--- src/rtl/lli_pkg.sv ---
// shared types and codes for the lift and latch interlock controller
package lli_pkg;

  // lift position codes
  typedef logic [1:0] lift_t;
  localparam lift_t LIFT_DEPLOYED  = 2'd0;
  localparam lift_t LIFT_RETRACTED = 2'd1;
  localparam lift_t LIFT_MOVING    = 2'd2;
  localparam lift_t LIFT_UNKNOWN   = 2'd3;

  // latch position codes
  typedef logic [1:0] latch_t;
  localparam latch_t LATCH_LOCKED   = 2'd0;
  localparam latch_t LATCH_UNLOCKED = 2'd1;
  localparam latch_t LATCH_UNKNOWN  = 2'd2;

  // opcodes
  typedef logic [2:0] op_t;
  localparam op_t OP_NONE      = 3'd0;
  localparam op_t OP_RETRACT   = 3'd1;
  localparam op_t OP_DEPLOY    = 3'd2;
  localparam op_t OP_STOP      = 3'd3;
  localparam op_t OP_LIGHT_ON  = 3'd4;
  localparam op_t OP_LIGHT_OFF = 3'd5;

  // lift status codes
  typedef logic [2:0] status_t;
  localparam status_t STAT_DEPLOYED      = 3'd0;
  localparam status_t STAT_RET_UNLATCHED = 3'd1;
  localparam status_t STAT_RET_LATCHED   = 3'd2;
  localparam status_t STAT_LOWERING      = 3'd3;
  localparam status_t STAT_RAISING       = 3'd4;
  localparam status_t STAT_UNAVAILABLE   = 3'd5;

  // configuration register indexes
  typedef logic [2:0] cfg_idx_t;
  localparam cfg_idx_t CFG_SETTLE_MS        = 3'd0;
  localparam cfg_idx_t CFG_DRIVE_LEVEL      = 3'd1;
  localparam cfg_idx_t CFG_RIGHT_LOCK_POS   = 3'd2;
  localparam cfg_idx_t CFG_LEFT_LOCK_POS    = 3'd3;
  localparam cfg_idx_t CFG_RIGHT_UNLOCK_POS = 3'd4;
  localparam cfg_idx_t CFG_LEFT_UNLOCK_POS  = 3'd5;

  localparam int CFG_DATA_W = 16;

  // register reset values
  localparam logic [15:0] SETTLE_MS_RST        = 16'd2000;
  localparam logic [6:0]  DRIVE_LEVEL_RST      = 7'd126;
  localparam logic [7:0]  RIGHT_LOCK_POS_RST   = 8'd140;
  localparam logic [7:0]  LEFT_LOCK_POS_RST    = 8'd32;
  localparam logic [7:0]  RIGHT_UNLOCK_POS_RST = 8'd100;
  localparam logic [7:0]  LEFT_UNLOCK_POS_RST  = 8'd65;

  typedef struct packed {
    logic [15:0] settle_ms;
    logic [6:0]  drive_level;
    logic [7:0]  right_lock_pos;
    logic [7:0]  left_lock_pos;
    logic [7:0]  right_unlock_pos;
    logic [7:0]  left_unlock_pos;
  } cfg_t;

  // controller state carried from one word to the next
  typedef struct packed {
    lift_t       lift_goal;
    latch_t      latch_pos;
    latch_t      latch_goal;
    latch_t      latch_cmd;
    logic [31:0] cmd_time;
    logic        light;
  } st_t;

  typedef struct packed {
    logic [7:0] motor_drive;
    logic [7:0] right_servo_pos;
    logic [7:0] left_servo_pos;
    logic       light_on;
    logic       docked;
    status_t    lift_status;
  } res_t;

endpackage

--- src/rtl/lli_cfg.sv ---
// configuration register bank
module lli_cfg (
  input  logic                            clk,
  input  logic                            rst_n,
  input  logic                            cfg_we,
  input  lli_pkg::cfg_idx_t               cfg_index,
  input  logic [lli_pkg::CFG_DATA_W-1:0]  cfg_data,
  output lli_pkg::cfg_t                   cfg_o
);

  lli_pkg::cfg_t cfg_r;
  lli_pkg::cfg_t cfg_nxt;

  always_comb begin
    cfg_nxt = cfg_r;
    if (cfg_we) begin
      case (cfg_index)
        lli_pkg::CFG_SETTLE_MS:        cfg_nxt.settle_ms        = cfg_data;
        lli_pkg::CFG_DRIVE_LEVEL:      cfg_nxt.drive_level      = cfg_data[6:0];
        lli_pkg::CFG_RIGHT_LOCK_POS:   cfg_nxt.right_lock_pos   = cfg_data[7:0];
        lli_pkg::CFG_LEFT_LOCK_POS:    cfg_nxt.left_lock_pos    = cfg_data[7:0];
        lli_pkg::CFG_RIGHT_UNLOCK_POS: cfg_nxt.right_unlock_pos = cfg_data[7:0];
        lli_pkg::CFG_LEFT_UNLOCK_POS:  cfg_nxt.left_unlock_pos  = cfg_data[7:0];
        default: ;
      endcase
    end
  end

  always_ff @(posedge clk) begin
    if (!rst_n) begin
      cfg_r.settle_ms        <= lli_pkg::SETTLE_MS_RST;
      cfg_r.drive_level      <= lli_pkg::DRIVE_LEVEL_RST;
      cfg_r.right_lock_pos   <= lli_pkg::RIGHT_LOCK_POS_RST;
      cfg_r.left_lock_pos    <= lli_pkg::LEFT_LOCK_POS_RST;
      cfg_r.right_unlock_pos <= lli_pkg::RIGHT_UNLOCK_POS_RST;
      cfg_r.left_unlock_pos  <= lli_pkg::LEFT_UNLOCK_POS_RST;
    end else begin
      cfg_r <= cfg_nxt;
    end
  end

  assign cfg_o = cfg_r;

endmodule

--- src/rtl/lli_step.sv ---
// per-word interlock logic: next state and result from current state and inputs
module lli_step (
  input  lli_pkg::cfg_t   cfg,
  input  lli_pkg::st_t    st_cur,
  input  logic [31:0]     now_ms,
  input  logic            top_limit_n,
  input  logic            bottom_limit_n,
  input  logic            dock_beam,
  input  lli_pkg::op_t    opcode,
  output lli_pkg::st_t    st_nxt,
  output lli_pkg::res_t   res
);

  lli_pkg::lift_t  lift_pos;
  lli_pkg::latch_t latch_sw;
  lli_pkg::latch_t want;
  logic            cmd_en;
  logic [31:0]     elapsed;
  logic [7:0]      mag;

  always_comb begin
    st_nxt = st_cur;

    case (opcode)
      lli_pkg::OP_RETRACT: begin
        st_nxt.lift_goal  = lli_pkg::LIFT_RETRACTED;
        st_nxt.latch_goal = lli_pkg::LATCH_LOCKED;
        st_nxt.light      = 1'b0;
      end
      lli_pkg::OP_DEPLOY: begin
        st_nxt.lift_goal  = lli_pkg::LIFT_DEPLOYED;
        st_nxt.latch_goal = lli_pkg::LATCH_UNLOCKED;
        st_nxt.light      = 1'b1;
      end
      lli_pkg::OP_STOP:      st_nxt.light = 1'b0;
      lli_pkg::OP_LIGHT_ON:  st_nxt.light = 1'b1;
      lli_pkg::OP_LIGHT_OFF: st_nxt.light = 1'b0;
      default: ;
    endcase

    // top switch wins when both are pressed
    latch_sw = st_cur.latch_pos;
    if (!top_limit_n) begin
      lift_pos = lli_pkg::LIFT_RETRACTED;
    end else if (!bottom_limit_n) begin
      lift_pos = lli_pkg::LIFT_DEPLOYED;
      latch_sw = lli_pkg::LATCH_UNLOCKED;
    end else begin
      lift_pos = lli_pkg::LIFT_MOVING;
    end

    cmd_en = 1'b0;
    want   = st_nxt.latch_goal;
    if (latch_sw != st_nxt.latch_goal && st_nxt.latch_goal != lli_pkg::LATCH_UNKNOWN) begin
      cmd_en = (lift_pos == lli_pkg::LIFT_RETRACTED) ||
               (st_nxt.latch_goal == lli_pkg::LATCH_UNLOCKED);
    end else if (latch_sw == lli_pkg::LATCH_UNKNOWN) begin
      cmd_en = 1'b1;
      want   = lli_pkg::LATCH_UNLOCKED;
    end

    // settle timer restarts only on a change of the commanded latch
    if (cmd_en && st_cur.latch_cmd != want) begin
      st_nxt.latch_cmd = want;
      st_nxt.cmd_time  = now_ms;
    end

    elapsed = now_ms - st_nxt.cmd_time;
    st_nxt.latch_pos = latch_sw;
    if (elapsed > {16'd0, cfg.settle_ms}) begin
      st_nxt.latch_pos = st_nxt.latch_cmd;
    end

    mag = {1'b0, cfg.drive_level};
    res.motor_drive = 8'd0;
    if (st_nxt.lift_goal != lift_pos && st_nxt.lift_goal != lli_pkg::LIFT_UNKNOWN &&
        st_nxt.latch_pos == lli_pkg::LATCH_UNLOCKED) begin
      if (st_nxt.lift_goal == lli_pkg::LIFT_DEPLOYED) begin
        res.motor_drive = 8'd0 - mag;
      end else if (st_nxt.lift_goal == lli_pkg::LIFT_RETRACTED) begin
        res.motor_drive = mag;
      end
    end

    if (lift_pos == lli_pkg::LIFT_DEPLOYED) begin
      res.lift_status = lli_pkg::STAT_DEPLOYED;
    end else if (lift_pos == lli_pkg::LIFT_RETRACTED) begin
      if (st_nxt.latch_pos == lli_pkg::LATCH_UNLOCKED) begin
        res.lift_status = lli_pkg::STAT_RET_UNLATCHED;
      end else if (st_nxt.latch_pos == lli_pkg::LATCH_LOCKED) begin
        res.lift_status = lli_pkg::STAT_RET_LATCHED;
      end else begin
        res.lift_status = lli_pkg::STAT_UNAVAILABLE;
      end
    end else begin
      if (st_nxt.lift_goal == lli_pkg::LIFT_DEPLOYED) begin
        res.lift_status = lli_pkg::STAT_LOWERING;
      end else if (st_nxt.lift_goal == lli_pkg::LIFT_RETRACTED) begin
        res.lift_status = lli_pkg::STAT_RAISING;
      end else begin
        res.lift_status = lli_pkg::STAT_UNAVAILABLE;
      end
    end

    if (st_nxt.latch_cmd == lli_pkg::LATCH_LOCKED) begin
      res.right_servo_pos = cfg.right_lock_pos;
      res.left_servo_pos  = cfg.left_lock_pos;
    end else begin
      res.right_servo_pos = cfg.right_unlock_pos;
      res.left_servo_pos  = cfg.left_unlock_pos;
    end

    res.light_on = st_nxt.light;
    res.docked   = dock_beam;
  end

endmodule

--- src/rtl/lift_latch_interlock_controller.sv ---
// Lift and latch interlock controller. Takes one input word per clock while in_stall
// is low and returns exactly one result word for each, offered from the result register
// after the word has passed the input register. The rate is one word per cycle when
// neither channel stalls: a word sits in the input register, passes once through the
// interlock logic, and lands in the result register at the same edge that updates the
// controller state. The result register and the input register together decouple the
// two channels, so while a finished result waits the empty input register can still
// take one word. No clearing pass after reset.
module lift_latch_interlock_controller (
  input  logic                           clk,
  input  logic                           rst_n,
  input  logic                           cfg_we,
  input  lli_pkg::cfg_idx_t              cfg_index,
  input  logic [lli_pkg::CFG_DATA_W-1:0] cfg_data,
  input  logic                           in_valid,
  output logic                           in_stall,
  input  logic [31:0]                    in_now_ms,
  input  logic                           in_top_limit_n,
  input  logic                           in_bottom_limit_n,
  input  logic                           in_dock_beam,
  input  logic [2:0]                     in_opcode,
  output logic                           out_valid,
  input  logic                           out_stall,
  output logic signed [7:0]              out_motor_drive,
  output logic [7:0]                     out_right_servo_pos,
  output logic [7:0]                     out_left_servo_pos,
  output logic                           out_light_on,
  output logic                           out_docked,
  output logic [2:0]                     out_lift_status
);

  lli_pkg::cfg_t cfg;
  lli_pkg::st_t  st_r;
  lli_pkg::st_t  st_nxt;
  lli_pkg::res_t res_nxt;
  lli_pkg::res_t res_r;

  logic         s1_valid_r;
  logic [31:0]  s1_now_r;
  logic         s1_top_r;
  logic         s1_bot_r;
  logic         s1_dock_r;
  lli_pkg::op_t s1_op_r;
  logic         out_valid_r;
  logic         adv;
  logic         fire;

  lli_cfg u_cfg (
    .clk       (clk),
    .rst_n     (rst_n),
    .cfg_we    (cfg_we),
    .cfg_index (cfg_index),
    .cfg_data  (cfg_data),
    .cfg_o     (cfg)
  );

  // result register can take a word when empty or being drained
  assign adv      = !out_valid_r || !out_stall;
  assign fire     = s1_valid_r && adv;
  assign in_stall = s1_valid_r && !adv;

  always_ff @(posedge clk) begin
    if (!rst_n) begin
      s1_valid_r <= 1'b0;
    end else if (!in_stall) begin
      s1_valid_r <= in_valid;
    end
  end

  always_ff @(posedge clk) begin
    if (!in_stall) begin
      s1_now_r  <= in_now_ms;
      s1_top_r  <= in_top_limit_n;
      s1_bot_r  <= in_bottom_limit_n;
      s1_dock_r <= in_dock_beam;
      s1_op_r   <= in_opcode;
    end
  end

  lli_step u_step (
    .cfg            (cfg),
    .st_cur         (st_r),
    .now_ms         (s1_now_r),
    .top_limit_n    (s1_top_r),
    .bottom_limit_n (s1_bot_r),
    .dock_beam      (s1_dock_r),
    .opcode         (s1_op_r),
    .st_nxt         (st_nxt),
    .res            (res_nxt)
  );

  always_ff @(posedge clk) begin
    if (!rst_n) begin
      st_r.lift_goal  <= lli_pkg::LIFT_UNKNOWN;
      st_r.latch_pos  <= lli_pkg::LATCH_UNKNOWN;
      st_r.latch_goal <= lli_pkg::LATCH_UNKNOWN;
      st_r.latch_cmd  <= lli_pkg::LATCH_UNLOCKED;
      st_r.cmd_time   <= 32'd0;
      st_r.light      <= 1'b0;
    end else if (fire) begin
      st_r <= st_nxt;
    end
  end

  always_ff @(posedge clk) begin
    if (!rst_n) begin
      out_valid_r <= 1'b0;
    end else if (adv) begin
      out_valid_r <= s1_valid_r;
    end
  end

  always_ff @(posedge clk) begin
    if (fire) begin
      res_r <= res_nxt;
    end
  end

  assign out_valid           = out_valid_r;
  assign out_motor_drive     = res_r.motor_drive;
  assign out_right_servo_pos = res_r.right_servo_pos;
  assign out_left_servo_pos  = res_r.left_servo_pos;
  assign out_light_on        = res_r.light_on;
  assign out_docked          = res_r.docked;
  assign out_lift_status     = res_r.lift_status;

  a_stall_needs_word: assert property (@(posedge clk) disable iff (!rst_n)
    !s1_valid_r |-> !in_stall)
    else $error("input stalled with empty input register");

  a_fire_fills_out: assert property (@(posedge clk) disable iff (!rst_n)
    fire |=> out_valid_r)
    else $error("processed word did not reach result register");

  // motor may only run while the latch is open
  a_drive_interlock: assert property (@(posedge clk) disable iff (!rst_n)
    (out_valid_r && res_r.motor_drive != 8'd0) |-> st_r.latch_pos == lli_pkg::LATCH_UNLOCKED)
    else $error("motor driven while latch not unlocked");

  a_timer_restart: assert property (@(posedge clk) disable iff (!rst_n)
    (fire && st_nxt.latch_cmd != st_r.latch_cmd) |=> st_r.cmd_time == $past(s1_now_r))
    else $error("settle timer not restarted on latch command change");

endmodule

--- config.mk ---
export PLATFORM = sky130hd
export DESIGN_NAME = lift_latch_interlock_controller
export DESIGN_NICKNAME = d
export VERILOG_FILES = /design/src/rtl/lli_pkg.sv /design/src/rtl/lli_cfg.sv /design/src/rtl/lli_step.sv /design/src/rtl/lift_latch_interlock_controller.sv
export SDC_FILE = /design/constraint.sdc
export NUM_CORES = 1
export LEC_CHECK = 0
export BUFFER_PORTS_ARGS = -buffer_cell sky130_fd_sc_hd__buf_2
export CAP_MARGIN = 10
export CORE_MARGIN = 2
export CORE_UTILIZATION = 48
export CTS_BUF_LIST = sky130_fd_sc_hd__clkbuf_4 sky130_fd_sc_hd__clkbuf_8
export DETAILED_ROUTE_END_ITERATION = 7
export PLACE_DENSITY = 0.67
export SYNTH_ARGS = -nofsm -noshare
export SYNTH_HDL_FRONTEND = slang
export SYNTH_SLANG_ARGS = --single-unit
--- constraint.sdc ---
create_clock -name clk -period 18.74 [get_ports clk]
set_input_delay 1.874 -clock clk [delete_from_list [all_inputs] [get_ports clk]]
set_output_delay 1.874 -clock clk [all_outputs]
set_load 0.02 [all_outputs]
======== Yosys cells after proc, flatten, opt, wreduce, memory -nomap -nowiden ========
Index checks and enable logic that the tools add are counted.
cells by class
  add/subtract/negate cells ............... 2
  order comparisons ....................... 1
  equal/unequal tests ..................... 20
  muxes and demuxes ....................... 21
  reductions and logical operators ........ 24
operators by type and width
  kind                                                               count
  34-bit 2-to-1 mux                                                  1
  32-bit by 16-bit > comparator with 1-bit output                    1
  32-bit subtractor                                                  1
  16-bit 2-to-1 mux                                                  1
  2-bit 2-to-1 mux                                                   7
  3-bit by 2-bit == test with 1-bit output, second input constant    4
  3-bit == test, second input constant                               4
  3-bit 2-to-1 mux                                                   4
  2-bit AND reduction                                                6
  2-bit by 1-bit == test with 1-bit output, second input constant    4
  2-bit zero test                                                    4
  8-bit 2-to-1 mux                                                   1
  2-bit one-hot mux with 2 select lines                              2
  1-bit by 7-bit subtractor with 8-bit output, first input constant  1
  7-bit 2-to-1 mux                                                   1
  3-bit by 1-bit == test with 1-bit output, second input constant    2
  1-bit logical AND                                                  6
  2-bit != test                                                      3
  2-bit != test, second input constant                               2
  1-bit zero test                                                    3
  3-bit zero test                                                    1
  1-bit 2-to-1 mux                                                   3
  3-bit OR reduction                                                 1
  2-bit == test, second input constant                               1
  other kinds (3)                                                    4
word-level totals
  register bits after elaboration ......... 165
  word-level logic and storage cells ...... 93

======== Depth between registers and ports, before layout ========
Gate-level depths: netlist of the first run.
  word-level depth ........................ 15
  mapped depth ............................ 32
  gate-level depth less buffers ........... 29

======== Modules after synthesis ========
Synthesis of the first run repeated with hierarchy kept, for this count alone.
second synthesis, totals
  cells, all modules ...................... 1073
  area, all modules ....................... 9963.3 µm²
modules (own cells, without submodules)
  module                           times used  cells each  area an instance (µm²)  sequential area each (µm²)
  lli_step                         1           606         3986.3                  0.0
  lift_latch_interlock_controller  1           253         3788.6                  2872.8
  lli_cfg                          1           214         2188.3                  1101.1

======== Worst setup path after synthesis of the first run ========
Ideal clock, no wire load.
  path type ............................... register -> register
  start point ............................. register s1_op_r[1]
  end point ............................... register res_r (netlist bit out_lift_status[0]), data pin
  arrival ................................. 6.732 ns
  slack ................................... 11.754 ns
  cell stages (with the launch flop) ...... 33
  path buffers ............................ 3
  period minus slack after synthesis ...... 6.986 ns
  cells stage by stage .................... edfxtp_1 -> buf_6 -> xnor2_1 -> o21ai_2 -> or4b_4 -> o211a_1 -> buf_6 -> nand2_1 -> clkbuf_1 -> nor2_1 -> a21oi_1 -> inv_1 -> fa_1 -> nand2b_1 -> o2bb2ai_1 -> o21ai_1 -> nor2_1 -> a31oi_1 -> a211oi_1 -> nand2b_1 -> xnor2_1 -> ha_1 -> nand4_1 -> nor3_1 -> or3_1 -> o22ai_1 -> a211oi_2 -> o2111ai_1 -> a2111oi_0 -> o2111ai_1 -> nor4_4 -> mux2_2 -> o21a_1
RTL lines
  element                   line                                    source
  start: declaration        lift_latch_interlock_controller.sv:43   lli_pkg::op_t s1_op_r;
  start signal: assignment  lift_latch_interlock_controller.sv:76   s1_op_r <= in_opcode;
  end signal: assignment    lift_latch_interlock_controller.sv:115  res_r <= res_nxt;
  end: declaration          lift_latch_interlock_controller.sv:36   lli_pkg::res_t res_r;

==> results of run 1 <==
[worst max-delay path: cells and delay by family, from the launching register on]
kind / cells / cell delay (ns)
AND/OR/NAND/NOR: 10 / 2.67
adder cells (fa/ha/maj): 3 / 0.94
XOR/XNOR: 2 / 0.36
flip-flops: 1 / 0.55
AO/OA/AOI/OAI: 13 / 2.79
multiplexers: 1 / 0.42
[metrics by stage]
step                hold slack, ns  setup WS [ns]
floorplan                   0.4003          11.75
global placement            0.4036          11.05
detailed placement          0.4141          10.89
CTS                         0.4399          10.85
global route                0.4449          10.07
finish                      0.4329          10.72
[power by group]
part	switching [W]	internal [W]
logic	0.000184	0.000121
clock network	0.000159	0.000102
registers	0.0000109	0.000393
[flip-flops by register name (all words and copies together) (netlist names), 3 cells and up]
name	flops
out_left_servo_pos	8
out_lift_status	3
out_motor_drive	8
out_right_servo_pos	8
s1_now_r	32
s1_op_r	3
st_r	41
u_cfg.cfg_o	55
[cell families after synthesis]
family,count (synthesis)
buffers and inverters,83
AOI/OAI and AO/OA,282
xor gates and xnor gates,29
adders and majority gates,47
muxes,50
DFF,165
and+or+nand+nor,393
[worst min-delay path by stage]
stage / start / end / slack (ns)
final: s1_dock_r$_DFFE_PN_ / out_docked$_DFFE_PP_ / 0.43
after global routing: s1_dock_r$_DFFE_PN_ / out_docked$_DFFE_PP_ / 0.44
after CTS: s1_dock_r$_DFFE_PN_ / out_docked$_DFFE_PP_ / 0.44
after detailed placement: s1_dock_r$_DFFE_PN_ / out_docked$_DFFE_PP_ / 0.41
after global placement: s1_dock_r$_DFFE_PN_ / out_docked$_DFFE_PP_ / 0.40
after floorplan: s1_dock_r$_DFFE_PN_ / out_docked$_DFFE_PP_ / 0.40
[synth_stat cells, types with 3 or more instances]
cell type / number / share of area (%)
a2111oi_0: 6 / 0.55
a211o_1: 3 / 0.28
a211oi_1: 11 / 0.87
a21boi_0: 44 / 3.5
a21o_1: 13 / 1.0
a21oi_1: 56 / 3.0
a221oi_1: 3 / 0.28
a31oi_1: 14 / 0.92
and2_1: 5 / 0.33
and3_1: 5 / 0.33
buf_1: 6 / 0.24
buf_2: 3 / 0.16
clkbuf_1: 36 / 1.4
dfxtp_1: 98 / 21
edfxtp_1: 67 / 21
ha_1: 45 / 5.9
inv_1: 35 / 1.4
mux2_2: 18 / 2.1
mux2i_1: 32 / 3.4
nand2_1: 203 / 8.0
nand2b_1: 23 / 1.5
nand3_1: 33 / 1.7
nand4_1: 13 / 0.86
nor2_1: 57 / 2.3
nor2b_1: 22 / 1.5
nor3_1: 10 / 0.53
o211a_1: 28 / 3.0
o211ai_1: 12 / 0.95
o21a_1: 14 / 1.1
o21ai_0: 36 / 1.9
o21ai_1: 3 / 0.16
o21bai_1: 4 / 0.32
o22ai_1: 6 / 0.40
o2bb2ai_1: 3 / 0.28
or2_2: 3 / 0.20
or3_1: 4 / 0.26
xnor2_1: 26 / 2.4
xor2_1: 3 / 0.28
[layout make-up]
cell class / count / area (um2) / share of cell area, %
multi-input cells: 801 / 5200 / 49.27
flip-flops and latches: 165 / 3974 / 37.65
repair buffers: 97 / 498.0 / 4.718
well taps: 265 / 331.6 / 3.141
clock buffers: 17 / 234.0 / 2.217
clock inverters: 15 / 186.4 / 1.766
inverters: 35 / 131.4 / 1.245
[layer usage]
layer  GRT usage [%]  up-vias  wire length, um
li1                -     3927                -
met1           31.41     3640            10480
met2           34.30      225             9939
met3           4.007       25             1218
met4           6.132        0              246
met5               0        -                0
==> flow_metrics.env, run 1 <==
export IMPL_die_w_um=144.6
export IMPL_max_slew_margin_pct=34.38
export IMPL_cap_violations=0
export IMPL_die_h_um=144.6
export IMPL_synth_cell_types=74
export IMPL_antenna_found_initial=0
export IMPL_gp_congestion=0.9074
export IMPL_nets=1225
export IMPL_hpwl_mm=15.66
export IMPL_layout_drive_gt1_share_pct=14.87
export IMPL_end_kind="register"
export IMPL_rows=51
export IMPL_crit_slowest_cell="nor4_4"
export IMPL_portBuffers=92
export IMPL_worst_slew_pin_slew_ns=0.9843
export IMPL_outcome="finished clean"
export IMPL_wl_per_cell_um=15.69
export IMPL_hp_class="register to register"
export IMPL_grt_pass1_wl_mm=36.31
export IMPL_routed_wl_mm=21.89
export IMPL_fin_area_um2=10560
export IMPL_synthCells=1049
export IMPL_io_pins=93
export IMPL_hold_path_depth=0
export IMPL_dieArea_um2=20910
export IMPL_max_stage_delay_ns=0.57
export IMPL_reg2reg_slack_ns=10.72
export IMPL_power_density_nw_per_um2=92.00
export IMPL_finalClockSkew_ns=0.01757
export IMPL_avgViaCountPerCell=5.604
export IMPL_r2r_cells=29
export IMPL_clkTransAtPathRegs_ns=0.10
export IMPL_post_route_drc_count=0
export IMPL_synth_xor_area_share_pct=2.676
export IMPL_fmax_ghz=0.1247
export IMPL_synth_warnings=0
export IMPL_postLayoutCoreUtil_pct=54.23
export IMPL_power_w=0.0009711
export IMPL_ys_flop_type="dfxtp_1"
export IMPL_core_area_um2=19460
export IMPL_ir_worst_vdd_v=0.00005740
export IMPL_p_leak_nw=4.365
export IMPL_synth_edff_count=67
export IMPL_r2r_start="s1_op_r[1]$_DFFE_PN_"
export IMPL_synth_seq_cells=165
export IMPL_cp_arrival_ns=8.25
export IMPL_startpoint_type="register"
export IMPL_r2r_end="out_lift_status[0]$_SDFFCE_PN0P_"
export IMPL_synth_compound_area_share_pct=21.23
export IMPL_crit_start="s1_op_r[1]$_DFFE_PN_"
export IMPL_cts_num_sinks=165
export IMPL_final_common_cell="nand2_1"
export IMPL_placed_cells=1363
export IMPL_cts_buffers=17
export IMPL_slew_violations=0
export IMPL_htreeDepth=4
export IMPL_synth_top_family_by_area="compound AO/OA/AOI/OAI gates"
export IMPL_clkLatencyLatePin_ns=0.48
export IMPL_setup_viol=0
export IMPL_n_antenna_cell=0
export IMPL_cts_resized=0
export IMPL_cts_buffer_depth=2
export IMPL_grt_usage_pct=22.01
export IMPL_cts_tree="yes"
export IMPL_hold_buffers=0
export IMPL_endpoint="out_lift_status[0]$_SDFFCE_PN0P_"
export IMPL_period_share_pct=42.79
export IMPL_drt_iter0_markers=655
export IMPL_ant_nets=0
export IMPL_critical_path_class="register to register"
export IMPL_vias=7817
export IMPL_cp_max_fo=13
export IMPL_fin_tns_setup_ns=0
export IMPL_synth_async_reset_ratio_pct=0
export IMPL_finalNonFillerCells=1395
export IMPL_area_growth_pct=11.22
export IMPL_n_fill_cell=1779
export IMPL_rsz0062_at_grt="false"
export IMPL_synth_area_um2=9490
export IMPL_yosysSeqAreaShare_pct=41.87
export IMPL_post_cts_buffers=0
export IMPL_clockRootBuffer="clkbuf_8"
export IMPL_synthAdderAreaFrac_pct=6.249
export IMPL_placed_area_um2=10130
export IMPL_grt_max_degree=99
export IMPL_final_cell_mix="nand2_1 (203), dfxtp_1 (98), buf_2 (92)"
export IMPL_cp_required_ns=18.97
export IMPL_gr_total_overflow=0
export IMPL_muxShareOfSynthArea_pct=5.511
export IMPL_fin_crit_ns=8.020
export IMPL_avgSynthCellArea_um2=9.047
export IMPL_synth_simple_area_share_pct=18.97
export IMPL_dr_pass1_iters=5
export IMPL_syn_num_nets=1157
export IMPL_grt_pass1_vias=7242
export IMPL_start_util_pct=48.76
export IMPL_finalHoldViolations=0
Power figures use the tool's default switching activity.
==> inputs of run 2 (changes only) <==
Settings changed: ABC_AREA from default to 1.
Clock period 18.74 ns to 8.4 ns, I/O delays scaled along.
==> run 2 against run 1 <==
Compared with the run above: final area decreased by 4.3%; combinational power increased by 150%; clock power increased by 120%; utilization increased by 0.14 points; critical path depth increased by 8; first-iteration DRC count decreased by 29%; critical endpoint is now out_motor_drive[1]$_SDFFCE_PN0P_; sequential cell count unchanged; die area decreased by 4.9%; non-clock buffer count unchanged; largest cell class unchanged; sequential share of layout area increased by 1.7 points; clock-buffer cell count unchanged; fmax increased by 29%.
==> flow_metrics.env, run 2 <==
export IMPL_outcome="finished clean"
export IMPL_start_util_pct=48.49
export IMPL_clkTransAtPathRegs_ns=0.10
export IMPL_r2r_start="s1_top_r$_DFFE_PN_"
export IMPL_htreeDepth=4
export IMPL_grt_busiest_layer="met2"
export IMPL_hp_class="register to register"
export IMPL_drt_iter0_markers=462
export IMPL_fin_crit_ns=6.225
export IMPL_critical_path_class="register to register"
export IMPL_yosysSeqAreaShare_pct=44.10
export IMPL_nets=1332
export IMPL_rows=50
export IMPL_wl_per_cell_um=13.67
export IMPL_clkPwrFrac_pct=26.0
export IMPL_cts_buffer_depth=2
export IMPL_yosysTopAreaCell="edfxtp_1"
export IMPL_final_common_cell="nand2_1"
export IMPL_hpwl_mm=14.94
export IMPL_synth_top_family_by_area="simple AND/OR/NAND/NOR gates"
export IMPL_crit_slowest_cell="nand3_2"
export IMPL_synthAdderAreaFrac_pct=6.471
export IMPL_cap_violations=0
export IMPL_hold_path_depth=0
export IMPL_gr_total_overflow=0
export IMPL_io_pins=93
export IMPL_largest_reg_flops=55
export IMPL_grt_usage_pct=20.66
export IMPL_clockRootBuffer="clkbuf_8"
export IMPL_crit_family="simple AND/OR/NAND/NOR gates"
export IMPL_placed_cells=1439
export IMPL_dr_pass1_iters=5
export IMPL_hold_buffers=0
export IMPL_routed_wl_mm=20.11
export IMPL_post_route_drc_count=0
export IMPL_cp_max_fo=31
export IMPL_synth_simple_area_share_pct=21.96
export IMPL_setup_viol=0
export IMPL_synth_xor_area_share_pct=1.361
export IMPL_cts_resized=0
export IMPL_combPwrFrac_pct=33.6
export IMPL_max_stage_delay_ns=0.51
export IMPL_end_kind="register"
export IMPL_synth_async_reset_ratio_pct=0
export IMPL_synth_area_leaders="edfxtp_1 (22%), dfxtp_1 (22%), nand2_1 (10%), inv_1 (7.2%), ha_1 (6.2%)"
export IMPL_finalHoldViolations=0
export IMPL_area_growth_pct=12.12
export IMPL_met3_usage_pct=3.567
export IMPL_fmax_ghz=0.1606
export IMPL_p_switching_w=0.0008598
export IMPL_synth_compound_area_share_pct=14.87
export IMPL_antenna_found_initial=0
export IMPL_grt_max_degree=87
export IMPL_synthCells=1138
export IMPL_grt_pass1_vias=6884
export IMPL_grt_util_met1_pct=27.59
export IMPL_r2r_cells=37
export IMPL_cts_tree="yes"
export IMPL_cp_arrival_ns=6.44
export IMPL_worst_slew_pin_slew_ns=0.9691
export IMPL_post_cts_buffers=0
export IMPL_cts_num_sinks=165
export IMPL_synth_warnings=0
export IMPL_yosys_top_cells_count="nand2_1 (246), inv_1 (172), dfxtp_1 (98)"
export IMPL_power_density_nw_per_um2=221.7
export IMPL_synth_edff_count=67
export IMPL_synth_area_um2=9010
export IMPL_dieArea_um2=19880
export IMPL_ir_worst_vdd_v=0.00009355
export IMPL_n_antenna_cell=0
export IMPL_cp_required_ns=8.62
export IMPL_period_share_pct=74.11
export IMPL_fin_tns_setup_ns=0
export IMPL_die_w_um=141.0
export IMPL_rsz0062_at_grt="false"
export IMPL_slew_violations=0
export IMPL_p_leak_nw=4.833
export IMPL_max_slew_margin_pct=35.24
export IMPL_ys_flop_type="dfxtp_1"
export IMPL_finalNonFillerCells=1471
export IMPL_critical_path_buf_inv_count=3
export IMPL_avgViaCountPerCell=5.135
export IMPL_grt_pass1_wl_mm=32.99
export IMPL_use_met2_pct=33.86
export IMPL_intPower_w=0.001380
export IMPL_synth_cell_types=44
export IMPL_layout_drive_gt1_share_pct=14.07
export IMPL_finalClockSkew_ns=0.01382
export IMPL_final_cell_mix="nand2_1 (246), inv_1 (172), dfxtp_1 (98)"
export IMPL_portBuffers=92
export IMPL_clkLatencyLatePin_ns=0.47
export IMPL_r2r_end="out_motor_drive[1]$_SDFFCE_PN0P_"
export IMPL_avgSynthCellArea_um2=7.917
export IMPL_p_seq_share_pct=40.4
export IMPL_reg2reg_slack_ns=2.17
export IMPL_startpoint_type="register"
export IMPL_synth_top_area_share_pct=22.33
export IMPL_ant_nets=0
export IMPL_swShare_pct=38.38
export IMPL_muxShareOfSynthArea_pct=2.444
export IMPL_synth_most_common_cell="nand2_1"
export IMPL_cts_buffers=17
export IMPL_cp_common_cell="nand2_1"
export IMPL_vias=7553
export IMPL_min_from="s1_dock_r$_DFFE_PN_"
export IMPL_gp_congestion=0.9340
export IMPL_synth_seq_cells=165
export IMPL_hold_end="out_docked$_DFFE_PP_"
export IMPL_core_area_um2=18580
export IMPL_syn_num_nets=1246
export IMPL_die_h_um=141.0
==> run 2: cell count changes in the layout (fill, tap and decap cells not counted), sizes merged, moves of 23 or more <==
cell,before,now
o211ai,13,39
o211a,28,0
nand2b,23,0
nand3,33,67
inv,40,186
nor2,58,89
nand2,203,258
o21ai,40,96
a21boi,44,2
==> run 2: how the worst max path moves through the flow <==
stage                                     from                                to  cells after the start
after floorplan           s1_op_r[2]$_DFFE_PN_  out_motor_drive[1]$_SDFFCE_PN0P_                     41
after global placement      s1_top_r$_DFFE_PN_  out_motor_drive[1]$_SDFFCE_PN0P_                     37
after detailed placement    s1_top_r$_DFFE_PN_  out_motor_drive[4]$_SDFFCE_PN0P_                     37
after CTS                 s1_op_r[0]$_DFFE_PN_  out_motor_drive[1]$_SDFFCE_PN0P_                     39
after global routing        s1_top_r$_DFFE_PN_  out_motor_drive[1]$_SDFFCE_PN0P_                     36
final                       s1_top_r$_DFFE_PN_  out_motor_drive[1]$_SDFFCE_PN0P_                     37
==> run 2: metrics by stage <==
stage	total power (W)	util (%)	instance area (um2)	hold WS, ns	worst slack [ns]
2_1_floorplan	0.001491	-	9010	0.4003	2.700
3_3_place_gp	0.001659	52.14	9688	0.4009	2.521
3_5_place_dp	0.001668	52.14	9688	0.4074	2.275
4_1_cts	0.002254	54.37	10100	0.4309	2.226
5_1_grt	0.002408	54.37	10100	0.4377	1.413
6_report	0.002240	54.37	10100	0.4331	2.175
==> run 2: layout make-up <==
| class | count | area, um2 |
|---|---|---|
| fillers | 1751 | 8478 |
| multi-input cells | 764 | 4252 |
| flip-flops and latches | 165 | 3974 |
| inverters | 179 | 671.9 |
| repair buffers | 97 | 498.0 |
| well taps | 234 | 292.8 |
| clock buffers | 17 | 234.0 |
| clock inverters | 15 | 180.2 |
==> run 2: cells by family (layout without fill, tap and decap cells) <==
| kind of cell | after synthesis | in the layout |
|---|---|---|
| and+or+nand+nor | 448 | 448 |
| DFF | 165 | 165 |
| adders and majority gates | 46 | 46 |
| xor gates and xnor gates | 14 | 14 |
| buffers and inverters | 209 | 308 |
| AOI/OAI and AO/OA | 234 | 234 |
| muxes | 22 | 22 |
==> run 2: power by group through the flow <==
stage	sequential, W	combinational, W	clock [W]
floorplan	0.000930	0.000562	0
global placement	0.000922	0.000737	0
detailed placement	0.000923	0.000745	0
CTS	0.000905	0.000750	0.000599
global route	0.000910	0.000863	0.000635
finish	0.000905	0.000754	0.000582
==> run 2: worst register-to-register path: cells and delay by family, from the launching register on <==
kind,cells,cell delay (ns)
AOI/OAI and AO/OA,4,1.03
xor gates and xnor gates,1,0.16
adders and majority gates,3,0.77
buffers and inverters,3,0.30
DFF,1,0.47
and+or+nand+nor,26,3.25
==> run 2: layer usage <==
metal,vias to the layer above,share of wire (%)
met5,-,0
met3,36,3.1
li1,3967,-
met4,0,2.4
met1,3409,49
met2,141,46
